### src/rtl/pcp_pkg.sv
// shared types and constants for the png chunk parser
`timescale 1ns / 1ps

package pcp_pkg;

   // parse phases
   localparam logic [2:0] PH_SIG  = 3'd0;
   localparam logic [2:0] PH_LEN  = 3'd1;
   localparam logic [2:0] PH_TYPE = 3'd2;
   localparam logic [2:0] PH_DATA = 3'd3;
   localparam logic [2:0] PH_CRC  = 3'd4;
   localparam logic [2:0] PH_HALT = 3'd5;

   // result status codes
   localparam logic [1:0] ST_OK      = 2'd0;
   localparam logic [1:0] ST_CRC_BAD = 2'd1;
   localparam logic [1:0] ST_SIG_BAD = 2'd2;

   localparam logic [31:0] CRC_POLY  = 32'hEDB8_8320;
   localparam logic [31:0] CRC_INIT  = 32'hFFFF_FFFF;
   localparam logic [31:0] TYPE_IHDR = 32'h4948_4452;
   localparam logic [31:0] TYPE_IEND = 32'h4945_4E44;

   typedef struct packed {
      logic [1:0]  status;
      logic [31:0] chunk_kind_code;
      logic [31:0] chunk_size;
      logic        is_end_chunk;
      logic        is_header_chunk;
      logic [31:0] image_width;
      logic [31:0] image_height;
      logic [7:0]  sample_depth;
      logic [7:0]  colour_kind;
      logic [7:0]  compression_kind;
      logic [7:0]  filter_kind;
      logic [7:0]  interlace_kind;
   } pcp_result_type;

endpackage

### src/rtl/pcp_req_if.sv
// byte input channel
`timescale 1ns / 1ps

interface pcp_req_if;
   logic       valid;
   logic       ready;
   logic [7:0] data_byte;

   modport source (output valid, output data_byte, input ready);
   modport sink (input valid, input data_byte, output ready);
endinterface

### src/rtl/pcp_rsp_if.sv
// chunk report channel
`timescale 1ns / 1ps

interface pcp_rsp_if;
   logic        valid;
   logic        ready;
   logic [1:0]  status;
   logic [31:0] chunk_kind_code;
   logic [31:0] chunk_size;
   logic        is_end_chunk;
   logic        is_header_chunk;
   logic [31:0] image_width;
   logic [31:0] image_height;
   logic [7:0]  sample_depth;
   logic [7:0]  colour_kind;
   logic [7:0]  compression_kind;
   logic [7:0]  filter_kind;
   logic [7:0]  interlace_kind;

   modport source (
      output valid, output status, output chunk_kind_code, output chunk_size,
      output is_end_chunk, output is_header_chunk, output image_width,
      output image_height, output sample_depth, output colour_kind,
      output compression_kind, output filter_kind, output interlace_kind,
      input ready
   );
   modport sink (
      input valid, input status, input chunk_kind_code, input chunk_size,
      input is_end_chunk, input is_header_chunk, input image_width,
      input image_height, input sample_depth, input colour_kind,
      input compression_kind, input filter_kind, input interlace_kind,
      output ready
   );
endinterface

### src/rtl/png_chunk_parser_crc_check.sv
// png chunk stream parser top level: input register, parser, report register
// a byte that completes a chunk passes the input register, and its report is then held in the report register
// throughput: one byte per cycle; a byte stalls only when it completes a chunk while
// the previous report is still held on the rsp side
// reset (synchronous, active high) returns to the signature check and clears both stages
`timescale 1ns / 1ps

module png_chunk_parser_crc_check import pcp_pkg::*; (
   input  logic   clock,
   input  logic   reset,
   pcp_req_if.sink   req_chan,
   pcp_rsp_if.source rsp_chan
);

   logic           in_valid_ff;
   logic [7:0]     in_byte_ff;
   logic           out_valid_ff, out_valid_in;
   pcp_result_type out_data_ff;

   logic           emit;
   pcp_result_type result;
   logic           blocked;
   logic           advance;

   // a finished chunk waits only if the report register is still full
   assign blocked       = in_valid_ff && emit && out_valid_ff && !rsp_chan.ready;
   assign advance       = in_valid_ff && !blocked;
   assign req_chan.ready = !in_valid_ff || advance;

   pcp_parser u_parser (
      .clock     (clock),
      .reset     (reset),
      .byte_valid(advance),
      .data_byte (in_byte_ff),
      .emit      (emit),
      .result    (result)
   );

   always_ff @(posedge clock) begin
      if (reset) begin
         in_valid_ff <= 1'b0;
      end else if (req_chan.ready) begin
         in_valid_ff <= req_chan.valid;
      end
   end

   always_ff @(posedge clock) begin
      if (req_chan.ready && req_chan.valid) begin
         in_byte_ff <= req_chan.data_byte;
      end
   end

   always_comb begin
      out_valid_in = out_valid_ff;
      if (rsp_chan.ready) begin
         out_valid_in = 1'b0;
      end
      if (advance && emit) begin
         out_valid_in = 1'b1;
      end
   end

   always_ff @(posedge clock) begin
      if (reset) begin
         out_valid_ff <= 1'b0;
      end else begin
         out_valid_ff <= out_valid_in;
      end
   end

   always_ff @(posedge clock) begin
      if (advance && emit) begin
         out_data_ff <= result;
      end
   end

   assign rsp_chan.valid            = out_valid_ff;
   assign rsp_chan.status           = out_data_ff.status;
   assign rsp_chan.chunk_kind_code  = out_data_ff.chunk_kind_code;
   assign rsp_chan.chunk_size       = out_data_ff.chunk_size;
   assign rsp_chan.is_end_chunk     = out_data_ff.is_end_chunk;
   assign rsp_chan.is_header_chunk  = out_data_ff.is_header_chunk;
   assign rsp_chan.image_width      = out_data_ff.image_width;
   assign rsp_chan.image_height     = out_data_ff.image_height;
   assign rsp_chan.sample_depth     = out_data_ff.sample_depth;
   assign rsp_chan.colour_kind      = out_data_ff.colour_kind;
   assign rsp_chan.compression_kind = out_data_ff.compression_kind;
   assign rsp_chan.filter_kind      = out_data_ff.filter_kind;
   assign rsp_chan.interlace_kind   = out_data_ff.interlace_kind;

endmodule

### src/rtl/pcp_crc_byte.sv
// reflected crc-32 update over one byte
`timescale 1ns / 1ps

module pcp_crc_byte import pcp_pkg::*; (
   input  logic [31:0] crc_cur,
   input  logic [7:0]  data_byte,
   output logic [31:0] crc_next
);

   always_comb begin
      logic [31:0] acc;
      acc = crc_cur ^ {24'd0, data_byte};
      for (int k = 0; k < 8; k++) begin
         acc = acc[0] ? (CRC_POLY ^ (acc >> 1)) : (acc >> 1);
      end
      crc_next = acc;
   end

endmodule

### src/rtl/pcp_parser.sv
// chunk framing state, crc accumulation and header capture
`timescale 1ns / 1ps

module pcp_parser import pcp_pkg::*; (
   input  logic           clock,
   input  logic           reset,
   input  logic           byte_valid,
   input  logic [7:0]     data_byte,
   output logic           emit,
   output pcp_result_type result
);

   localparam logic [7:0] SIG_BYTES [8] = '{8'h89, 8'h50, 8'h4E, 8'h47,
                                            8'h0D, 8'h0A, 8'h1A, 8'h0A};

   logic [2:0]  phase_ff, phase_in;
   logic [31:0] count_ff, count_in;
   logic [31:0] length_ff, length_in;
   logic [31:0] type_ff, type_in;
   logic [31:0] crc_ff, crc_in;
   logic [31:0] rx_crc_ff, rx_crc_in;
   logic [31:0] width_ff, width_in;
   logic [31:0] height_ff, height_in;
   logic [7:0]  method_ff [5];
   logic [7:0]  method_in [5];
   logic        sig_bad_ff, sig_bad_in;

   logic [31:0] crc_next;
   logic [31:0] count_inc;
   logic        crc_bad;
   logic        is_hdr;
   logic        is_end;

   pcp_crc_byte u_crc (
      .crc_cur   (crc_ff),
      .data_byte (data_byte),
      .crc_next  (crc_next)
   );

   assign count_inc = count_ff + 32'd1;
   assign is_hdr    = (type_ff == TYPE_IHDR);
   assign is_end    = (type_ff == TYPE_IEND);

   always_comb begin
      phase_in   = phase_ff;
      count_in   = count_ff;
      length_in  = length_ff;
      type_in    = type_ff;
      crc_in     = crc_ff;
      rx_crc_in  = rx_crc_ff;
      width_in   = width_ff;
      height_in  = height_ff;
      method_in  = method_ff;
      sig_bad_in = sig_bad_ff;
      crc_bad    = 1'b0;
      emit       = 1'b0;
      result     = '0;

      unique case (phase_ff)
         PH_SIG: begin
            sig_bad_in = sig_bad_ff | (data_byte != SIG_BYTES[count_ff[2:0]]);
            count_in   = count_inc;
            if (count_ff[2:0] == 3'd7) begin
               count_in = '0;
               if (sig_bad_in) begin
                  emit          = 1'b1;
                  result.status = ST_SIG_BAD;
                  phase_in      = PH_HALT;
               end else begin
                  phase_in = PH_LEN;
               end
            end
         end
         PH_LEN: begin
            length_in = {length_ff[23:0], data_byte};
            count_in  = count_inc;
            if (count_ff[1:0] == 2'd3) begin
               count_in  = '0;
               type_in   = '0;
               crc_in    = CRC_INIT;
               width_in  = '0;
               height_in = '0;
               for (int m = 0; m < 5; m++) begin
                  method_in[m] = '0;
               end
               phase_in  = PH_TYPE;
            end
         end
         PH_TYPE: begin
            type_in  = {type_ff[23:0], data_byte};
            crc_in   = crc_next;
            count_in = count_inc;
            if (count_ff[1:0] == 2'd3) begin
               count_in  = '0;
               rx_crc_in = '0;
               phase_in  = (length_ff == 32'd0) ? PH_CRC : PH_DATA;
            end
         end
         PH_DATA: begin
            crc_in = crc_next;
            // header fields come from the first thirteen data bytes only
            if (is_hdr && (count_ff < 32'd13)) begin
               case (count_ff[3:0])
                  4'd0:  width_in[31:24]  = data_byte;
                  4'd1:  width_in[23:16]  = data_byte;
                  4'd2:  width_in[15:8]   = data_byte;
                  4'd3:  width_in[7:0]    = data_byte;
                  4'd4:  height_in[31:24] = data_byte;
                  4'd5:  height_in[23:16] = data_byte;
                  4'd6:  height_in[15:8]  = data_byte;
                  4'd7:  height_in[7:0]   = data_byte;
                  4'd8:  method_in[0]     = data_byte;
                  4'd9:  method_in[1]     = data_byte;
                  4'd10: method_in[2]     = data_byte;
                  4'd11: method_in[3]     = data_byte;
                  4'd12: method_in[4]     = data_byte;
                  default: ;
               endcase
            end
            count_in = count_inc;
            if (count_inc == length_ff) begin
               count_in  = '0;
               rx_crc_in = '0;
               phase_in  = PH_CRC;
            end
         end
         PH_CRC: begin
            rx_crc_in = {rx_crc_ff[23:0], data_byte};
            count_in  = count_inc;
            if (count_ff[1:0] == 2'd3) begin
               count_in = '0;
               crc_bad  = (rx_crc_in != ~crc_ff);
               emit     = 1'b1;
               result.status          = crc_bad ? ST_CRC_BAD : ST_OK;
               result.chunk_kind_code = type_ff;
               result.chunk_size      = length_ff;
               result.is_end_chunk    = is_end;
               result.is_header_chunk = is_hdr;
               if (is_hdr) begin
                  result.image_width      = width_ff;
                  result.image_height     = height_ff;
                  result.sample_depth     = method_ff[0];
                  result.colour_kind      = method_ff[1];
                  result.compression_kind = method_ff[2];
                  result.filter_kind      = method_ff[3];
                  result.interlace_kind   = method_ff[4];
               end
               length_in = '0;
               phase_in  = (crc_bad || is_end) ? PH_HALT : PH_LEN;
            end
         end
         default: ;  // halted: bytes are swallowed
      endcase
   end

   always_ff @(posedge clock) begin
      if (reset) begin
         phase_ff   <= PH_SIG;
         count_ff   <= '0;
         length_ff  <= '0;
         type_ff    <= '0;
         crc_ff     <= CRC_INIT;
         rx_crc_ff  <= '0;
         width_ff   <= '0;
         height_ff  <= '0;
         for (int m = 0; m < 5; m++) begin
            method_ff[m] <= '0;
         end
         sig_bad_ff <= 1'b0;
      end else if (byte_valid) begin
         phase_ff   <= phase_in;
         count_ff   <= count_in;
         length_ff  <= length_in;
         type_ff    <= type_in;
         crc_ff     <= crc_in;
         rx_crc_ff  <= rx_crc_in;
         width_ff   <= width_in;
         height_ff  <= height_in;
         method_ff  <= method_in;
         sig_bad_ff <= sig_bad_in;
      end
   end

endmodule

### src/flat_wrapper.sv
// flat-port wrapper written by rule: the top's interface ports become plain ports
module png_chunk_parser_crc_check_flat import pcp_pkg::*;
  (clock, reset, req_chan_valid, req_chan_data_byte, req_chan_ready, rsp_chan_valid, rsp_chan_status, rsp_chan_chunk_kind_code, rsp_chan_chunk_size, rsp_chan_is_end_chunk, rsp_chan_is_header_chunk, rsp_chan_image_width, rsp_chan_image_height, rsp_chan_sample_depth, rsp_chan_colour_kind, rsp_chan_compression_kind, rsp_chan_filter_kind, rsp_chan_interlace_kind, rsp_chan_ready);
  pcp_req_if req_chan_i ();
  pcp_rsp_if rsp_chan_i ();
  input  logic clock;
  input  logic reset;
  input wire logic [$bits(req_chan_i.valid)-1:0] req_chan_valid;
  input wire logic [$bits(req_chan_i.data_byte)-1:0] req_chan_data_byte;
  output wire logic [$bits(req_chan_i.ready)-1:0] req_chan_ready;
  output wire logic [$bits(rsp_chan_i.valid)-1:0] rsp_chan_valid;
  output wire logic [$bits(rsp_chan_i.status)-1:0] rsp_chan_status;
  output wire logic [$bits(rsp_chan_i.chunk_kind_code)-1:0] rsp_chan_chunk_kind_code;
  output wire logic [$bits(rsp_chan_i.chunk_size)-1:0] rsp_chan_chunk_size;
  output wire logic [$bits(rsp_chan_i.is_end_chunk)-1:0] rsp_chan_is_end_chunk;
  output wire logic [$bits(rsp_chan_i.is_header_chunk)-1:0] rsp_chan_is_header_chunk;
  output wire logic [$bits(rsp_chan_i.image_width)-1:0] rsp_chan_image_width;
  output wire logic [$bits(rsp_chan_i.image_height)-1:0] rsp_chan_image_height;
  output wire logic [$bits(rsp_chan_i.sample_depth)-1:0] rsp_chan_sample_depth;
  output wire logic [$bits(rsp_chan_i.colour_kind)-1:0] rsp_chan_colour_kind;
  output wire logic [$bits(rsp_chan_i.compression_kind)-1:0] rsp_chan_compression_kind;
  output wire logic [$bits(rsp_chan_i.filter_kind)-1:0] rsp_chan_filter_kind;
  output wire logic [$bits(rsp_chan_i.interlace_kind)-1:0] rsp_chan_interlace_kind;
  input wire logic [$bits(rsp_chan_i.ready)-1:0] rsp_chan_ready;
  assign req_chan_i.valid = req_chan_valid;
  assign req_chan_i.data_byte = req_chan_data_byte;
  assign req_chan_ready = req_chan_i.ready;
  assign rsp_chan_valid = rsp_chan_i.valid;
  assign rsp_chan_status = rsp_chan_i.status;
  assign rsp_chan_chunk_kind_code = rsp_chan_i.chunk_kind_code;
  assign rsp_chan_chunk_size = rsp_chan_i.chunk_size;
  assign rsp_chan_is_end_chunk = rsp_chan_i.is_end_chunk;
  assign rsp_chan_is_header_chunk = rsp_chan_i.is_header_chunk;
  assign rsp_chan_image_width = rsp_chan_i.image_width;
  assign rsp_chan_image_height = rsp_chan_i.image_height;
  assign rsp_chan_sample_depth = rsp_chan_i.sample_depth;
  assign rsp_chan_colour_kind = rsp_chan_i.colour_kind;
  assign rsp_chan_compression_kind = rsp_chan_i.compression_kind;
  assign rsp_chan_filter_kind = rsp_chan_i.filter_kind;
  assign rsp_chan_interlace_kind = rsp_chan_i.interlace_kind;
  assign rsp_chan_i.ready = rsp_chan_ready;
  png_chunk_parser_crc_check u_core (.clock(clock), .reset(reset), .req_chan(req_chan_i), .rsp_chan(rsp_chan_i));
endmodule
### config.mk
export PLATFORM = sky130hd
export DESIGN_NAME = png_chunk_parser_crc_check_flat
export DESIGN_NICKNAME = d
export VERILOG_FILES = /design/src/rtl/pcp_pkg.sv /design/src/rtl/pcp_req_if.sv /design/src/rtl/pcp_rsp_if.sv /design/src/rtl/png_chunk_parser_crc_check.sv /design/src/rtl/pcp_crc_byte.sv /design/src/rtl/pcp_parser.sv /design/src/flat_wrapper.sv
export SDC_FILE = /design/constraint.sdc
export NUM_CORES = 1
export LEC_CHECK = 0
export BUFFER_PORTS_ARGS = -buffer_cell sky130_fd_sc_hd__buf_4
export CAP_MARGIN = 20
export CORE_MARGIN = 5
export CORE_UTILIZATION = 25
export DETAILED_ROUTE_END_ITERATION = 6
export PLACE_DENSITY = 0.41
export SYNTH_ARGS = -nofsm -noshare
export SYNTH_HDL_FRONTEND = slang
export SYNTH_HIERARCHICAL = 1
export SYNTH_SLANG_ARGS = --single-unit
### constraint.sdc
create_clock -name clock -period 11.8 [get_ports clock]
set_input_delay 0.59 -clock clock [delete_from_list [all_inputs] [get_ports clock]]
set_output_delay 0.59 -clock clock [all_outputs]
set_load 0.02 [all_outputs]
-- Yosys cells after proc, flatten, opt, wreduce, memory -nomap -nowiden
Memories as Yosys holds them, arrays and structs flattened.
Cells that the tools add are included.
- flip-flop bits (word level): 442
- bits in read-only memories: 64
- input bits: 12
- output and inout port bits: 174
- word-level logic and storage cells: 202
- memories kept: 1
- $add $sub $neg: 1
- $lt $le $gt $ge: 2
- eq/ne operators: 42
- mux-type cells: 62
- bitwise logic cells: 12
- reductions and logical operators: 47
- memories (memory ; words ; width ; read ports ; clocked after memory_dff ; wr ports ; RTL line ; text):
    (name not given) ; 8 ; 8 ; 1 ; 0 ; 0 ; pcp_parser.sv:61 ; sig_bad_in = sig_bad_ff | (data_byte != SIG_BYTES[count_ff[2:0]]);
- operators with widths (operator ; number):
    32-bit 2-to-1 mux ; 15
    32-bit case mux with 2 select lines ; 5
    171-bit 2-to-1 mux ; 1
    8-bit 2-to-1 mux ; 15
    13-bit inverter with 14-bit output ; 8
    104-bit 2-to-1 mux ; 1
    32-bit case mux with 3 select lines ; 1
    40-bit 2-to-1 mux ; 2
    40-bit case mux with 2 select lines ; 1
    24-bit case mux with 3 select lines ; 1
    5-bit AND reduction ; 13
    32-bit by 31-bit equality test with 1-bit output (second input constant) ; 2
    32-bit by 1-bit adder with 32-bit output (second input constant) ; 1
    32-bit equality test ; 1
    32-bit zero test ; 1
    32-bit by 4-bit < comparator with 1-bit output (second input constant) ; 1
    32-bit inequality test ; 1
    32-bit inverter ; 1
    32-bit by 8-bit bitwise XOR with 32-bit output ; 1
    2-bit by 1-bit inequality test with 1-bit output (second input constant) ; 13
    24-bit 2-to-1 mux ; 1
    3-bit 2-to-1 mux ; 8
    4-bit equality test (second input constant) ; 5
    4-bit by 3-bit equality test with 1-bit output (second input constant) ; 4
    30 further kinds ; 63

-- Longest topological paths before layout
- depth in word-level cells: 18
- depth in mapped cells: 18
- depth with buffers taken out: 14

-- Hierarchy
Netlist, hierarchy kept.
- modules (own cells, without submodules) (module ; times used ; cells each ; area each (um^2) ; seq. area each (um^2)):
    pcp_parser ; 1 ; 1548 ; 13123.8 ; 5205.0
    png_chunk_parser_crc_check ; 1 ; 192 ; 5509.0 ; 5445.2
    pcp_crc_byte ; 1 ; 72 ; 762.0 ; 0.0

-- Least setup slack after synthesis
No wires, ideal clock.
- path kind: register -> register
- from: register u_core.u_parser.count_ff[0]
- to: register u_core.out_data_ff (netlist bit u_core/rsp_chan.chunk_kind_code[0]) (enable)
- arrival time: 9.066 ns
- setup slack: 2.028 ns
- cell stages (with the launch flop): 14
- path buffers: 2
- period minus slack after synthesis: 9.772 ns
- cell sequence: dfxtp_1 > clkbuf_1 > inv_1 > ha_1 > clkbuf_1 > nand2_1 > o21ai_0 > xnor2_1 > nand4_1 > nand3b_1 > and2_1 > or2_2 > nand2_1 > nor2_1
- cells in the longest elaborated chain, start to end: 15
- RTL lines (what ; RTL line ; text):
    start, declared ; pcp_parser.sv:17 ; logic [31:0] count_ff, count_in;
    start signal, assigned ; pcp_parser.sv:172 ; count_ff <= count_in;
    3-bit inverter with 4-bit output (not written as such) ; pcp_parser.sv:61 ;
    memory read 8 x 8 bit ; -- ;
    8-bit 2-to-1 mux (not written as such) (2 in a row) ; pcp_parser.sv:61 ;
    8-bit inequality test ; pcp_parser.sv:61 ;
    1-bit bitwise OR ; pcp_parser.sv:61 ;
    1-bit 2-to-1 mux ; pcp_parser.sv:65 ; if (sig_bad_in) begin
    1-bit 2-to-1 mux ; pcp_parser.sv:63 ; if (count_ff[2:0] == 3'd7) begin
    1-bit case mux with 2 select lines (*) ; pcp_parser.sv:59 ; unique case (phase_ff)
    net u_core.emit ; png_chunk_parser_crc_check.sv:20 ; logic emit;
    1-bit logical AND (3 in a row) ; png_chunk_parser_crc_check.sv:26 ; assign blocked = in_valid_ff && emit && out_valid_ff && !rsp_chan.ready;
    1-bit zero test ; png_chunk_parser_crc_check.sv:27 ; assign advance = in_valid_ff && !blocked;
    1-bit logical AND ; png_chunk_parser_crc_check.sv:27 ;
    1-bit logical AND (*) ; png_chunk_parser_crc_check.sv:72 ; if (advance && emit) begin
    end signal, assigned ; png_chunk_parser_crc_check.sv:73 ; out_data_ff <= result;
    end, declared ; png_chunk_parser_crc_check.sv:18 ; pcp_result_type out_data_ff;
The timed path passes the listed nets; every way through them passes the cells marked *. The select of a mux whose other input is x is not followed.
A chain may end at the register's enable or synchronous reset.

-- Final worst setup path
- from: register u_core.u_parser.count_ff[0]
- to: register u_core.u_parser.width_ff[4]
- cells in the longest elaborated chain, start to end: 15
- RTL lines (what ; RTL line ; text):
    3-bit inverter with 4-bit output (not written as such) ; pcp_parser.sv:61 ;
    memory read 8 x 8 bit ; -- ;
    8-bit 2-to-1 mux (not written as such) (2 in a row) ; pcp_parser.sv:61 ;
    8-bit inequality test ; pcp_parser.sv:61 ;
    1-bit bitwise OR ; pcp_parser.sv:61 ;
    1-bit 2-to-1 mux ; pcp_parser.sv:65 ;
    1-bit 2-to-1 mux ; pcp_parser.sv:63 ;
    1-bit case mux with 2 select lines (*) ; pcp_parser.sv:59 ;
    net u_core.emit ; png_chunk_parser_crc_check.sv:20 ;
    1-bit logical AND (*) (3 in a row) ; png_chunk_parser_crc_check.sv:26 ;
    1-bit zero test (*) ; png_chunk_parser_crc_check.sv:27 ;
    1-bit logical AND (*) ; png_chunk_parser_crc_check.sv:27 ;
    net u_core.advance ; png_chunk_parser_crc_check.sv:23 ; logic advance;
    5-bit AND reduction (no source line) (*) ; -- ;
    end signal, assigned ; pcp_parser.sv:177 ; width_ff <= width_in;
    end, declared ; pcp_parser.sv:22 ; logic [31:0] width_ff, width_in;
Marks and branches as above.

==> metrics <==
largest family of logic cells by synthesized area=simple AND/OR/NAND/NOR gates; status=finished clean; synthesized area per cell=10.7 µm²; maximum vdd drop=0.103 mV; first-pass GRT wire length=approximately 90,000 µm; Pins Over Slew Limit=0; largest net degree at the start of global routing=between 150 and 200; Synth async-reset ratio=0%; register area share after synthesis=54.9%; CP startpoint=u_core/u_parser/count_ff[0]; Ys Warns=6; DR vias/cell=4.64; hpwl dp=between 30,000 and 40,000 µm; Final Setup Violations=0; Hold Path Class=in2reg; Synth Flop Type=dfxtp_1; Std-Cell Rows=just over 100; number of port buffers=~190; fmax=roughly 180 MHz; GPL Wtd Cong=slightly above 0.8; clock latency on the worst-skew pair=0.62 ns; Die Wd=around 290 µm; Max Cap Violations=0; Arr. time, crit path=just over 6 ns; die area=between 80,000 and 90,000 µm²; DIE HEIGHT=between 200 and 300 µm; Remaining DRCs=0; Least-Margin Pin Slew=approximately 1.1 ns; Via Count=about 14,000; slowest stage cell on the critical path=a21oi_1; initial antenna violation count=3; Tot GR Track Use=between 10% and 20%; clock sinks=442; Fin Setup TNS=0 ns; RSZ-0062 raised after global routing=no; Critical Path Source Type=flop; Hold Crit Depth=1; clock skew=0.0467 ns; Post-Route WL=approximately 60,000 µm; vias in the first global route=~14,000; Yosys reg bits=442; most frequent CP cell=nor2_1; worst flop-to-flop path startpoint=u_core/u_parser/count_ff[0]; CTS Hold Bufs=0; Synth Area in XOR/XNOR=roughly 7.6%; pwr dens=approximately 140 nW/µm²; final cell count without fillers=roughly 3,000; multi-input combinational cell area=8160 µm²; drt wl/cell=20.0 µm; area delta synth->final=21.4%; cell family with most CP delay=compound AO/OA/AOI/OAI gates; post-synthesis compound-gate area fraction=9.45%; # fillers=between 7,000 and 8,000; io pins=between 150 and 200; Crit Path Class=reg2reg; nets@finish=just under 2,000; H-tree depth=2; number of stages on the worst setup path=14; critical path's largest stage delay=1.14 ns; Cell Area, Synth=between 15,000 and 20,000 µm²; fin crit share=47.2%; PostCTS Resize Cnt=0; Initial Utilization=around 25%; CTS tree=built; root buffer cell=clkbuf_16; Synthesized Nets=about 1,800; sequential cell area=10,700 µm²; Slew HR=around a quarter; Leakage=between 0.008 and 0.009 µW; grt total ovfl=0; crit path to=u_core/u_parser/width_ff[4]; ANT nets after route=0; Reg2Reg Setup Slack=about 6.2 ns; Syn Inst Count=roughly 1,800; Synth cell types=77; simple logic cell fraction of the synthesized area=a little under a fifth; first drt pass iteration count=7; Reg2Reg Depth=14; CP cell instances=inv_1 -> ha_1 -> nor2_1 -> nor2_1 -> a2111oi_0 -> nand4_1 -> nand3b_1 -> and2_1 -> or2_2 -> a21boi_1 -> nand3_1 -> a21oi_1 -> mux2i_1 -> nor2_1; CORE AREA=77,200 µm²; # Post-CTS Setup Buffers=0; clk slew on worst S/H paths=approximately 0.060 ns; mux contribution to synthesized area=5.64%; Crit Reg-Reg Endpoint=u_core/u_parser/width_ff[4]; Cells after DPL=roughly 3,000; Num CTS Buffers=53; Final Hold Viols=0; Setup crit end kind=flop; WP data required=between 10 and 15 ns; Bufs on Longest Clock Path=3; Tmin final=5.57 ns; Post-Synth Adder-Cell Area=less than 1%; crit path max fanout=13; CP Buf/Inv Count=1; Post-synth EDFFs=180; layout cells sized above 1=~16%; initial DRC count=~1,100
==> power breakdown <==
part	total (µW)	internal (µW)	switching (µW)
clock network	1630	963	662
logic	145	63.0	82.4
registers	1590	1580	6.57
total	3360	2610	751
==> placed cells by master (no fill, tap or decap), drive strengths merged, types with 7 or more instances in the layout <==
cell,netlist,final
buf,14,211
and2,77,77
nand2,55,55
nor3,11,11
xnor2,107,107
o21ai,54,54
a22oi,64,64
nor2,215,215
nor4,35,35
clkinv,1,18
nand3,28,28
dfxtp,262,262
nor2b,8,8
a22o,28,28
a21oi,43,43
a211oi,7,7
xor2,43,43
edfxtp,180,180
mux2i,107,107
clkbuf,129,74
and3,117,117
nand3b,35,35
a31oi,18,18
inv,16,18
nand4,27,27
ha,7,7
nand2b,40,40
==> stage by stage <==
stage               instance area, µm²  hold slack [ns]  worst slack, ns  power, µW  util, %
finish                           23500            0.190             6.23       3360     30.5
global route                     23500            0.150             5.82       3490     30.5
CTS                              23500            0.147             6.14       3420     30.4
detailed placement               21700            0.473             6.17       1770     28.2
global placement                 21700            0.464             6.32       1770     28.2
floorplan                        19400            0.452             2.03       1730        -
==> Yosys cell counts, types with 4 or more instances <==
master      n  area, µm²
dfxtp_1   262       5250
nor2_1    215        807
edfxtp_1  180       5410
clkbuf_1  128        480
and3_1    117        732
mux2i_1   107       1070
xnor2_1   101        885
and2_1     77        482
a22oi_1    64        480
nand2_1    55        206
o21ai_0    53        265
a21oi_1    42        210
nand2b_1   40        250
xor2_1     39        342
nand3b_1   35        263
nor4_1     33        206
a22o_1     28        245
nand3_1    28        140
nand4_1    26        163
a31oi_1    17        106
inv_1      16       60.1
nor3_1     11       55.1
buf_2      10       50.1
nor2b_1     8       50.1
ha_1        7       87.6
a211oi_1    6       45.0
nor4b_1     6       52.6
o22ai_1     6       37.5
o31ai_1     6       45.0
a21o_1      5       37.5
a41oi_1     5       43.8
xnor2_2     5       81.3
and4_1      4       35.0
or3_1       4       25.0
==> state kept, by name, summed over array words and instances (netlist names), 2 cells and up <==
signal,flops
u_core/u_parser/method_ff,40
u_core/rsp_chan.chunk_kind_code,32
u_core/rsp_chan.chunk_size,32
u_core/rsp_chan.image_height,32
u_core/rsp_chan.image_width,32
u_core/u_parser/count_ff,32
u_core/u_parser/crc_ff,32
u_core/u_parser/height_ff,32
u_core/u_parser/length_ff,32
u_core/u_parser/type_ff,32
u_core/u_parser/width_ff,32
u_core/u_parser/rx_crc_ff,24
u_core/in_byte_ff,8
u_core/rsp_chan.colour_kind,8
u_core/rsp_chan.compression_kind,8
u_core/rsp_chan.filter_kind,8
u_core/rsp_chan.interlace_kind,8
u_core/rsp_chan.sample_depth,8
u_core/u_parser/phase_ff,3
u_core/rsp_chan.status,2
==> worst reg2reg max path, cell delays in order (launching register included) <==
cell and delay (ns):
dfxtp_1 0.51, inv_1 0.14, ha_1 0.33, nor2_1 0.18, nor2_1 0.05, a2111oi_0 0.37
nand4_1 0.12, nand3b_1 0.25, and2_1 0.23, or2_2 0.32, a21boi_1 0.65, nand3_1 0.82
a21oi_1 1.14, mux2i_1 0.27, nor2_1 0.06
==> worst min path at each step <==
stage | from | to | slack (ns)
floorplan | u_core/u_parser/height_ff[0] | u_core/u_parser/height_ff[0] | 0.45
global placement | u_core/u_parser/width_ff[7] | u_core/u_parser/width_ff[7] | 0.46
detailed placement | u_core/u_parser/height_ff[27] | u_core/u_parser/height_ff[27] | 0.47
CTS | req_chan_data_byte[3] | u_core/in_byte_ff[3] | 0.15
global route | req_chan_data_byte[7] | u_core/in_byte_ff[7] | 0.15
finish | req_chan_data_byte[3] | u_core/in_byte_ff[3] | 0.19
==> cell type report <==
class                      instances  area share [%]
clock buffer                      74            6.27
inverter                          17           0.271
timing repair buffer             211            6.88
antenna                            1          0.0106
multi-input combinational       1210            34.7
clock inverter                    25            1.13
sequential                       442            45.2
tap                             1040            5.53
==> routing by layer <==
metal	part of all wire [%]	global-route usage [%]	vias up
li1	-	-	6741
met1	46	18.9	6827
met2	46	22.9	356
met3	5.5	2.64	88
met4	2.5	3.91	2
met5	0.022	0	-
==> cell families (layout without fill, tap and decap cells) <==
logic type | Yosys count | count (layout)
adders and majority gates | 7 | 7
muxes | 109 | 109
DFF | 442 | 442
buffers and inverters | 160 | 327
AOI/OAI and AO/OA | 265 | 265
xor gates and xnor gates | 152 | 152
other | 0 | 1
and+or+nand+nor | 677 | 677
(Power assumes the default switching activity.)
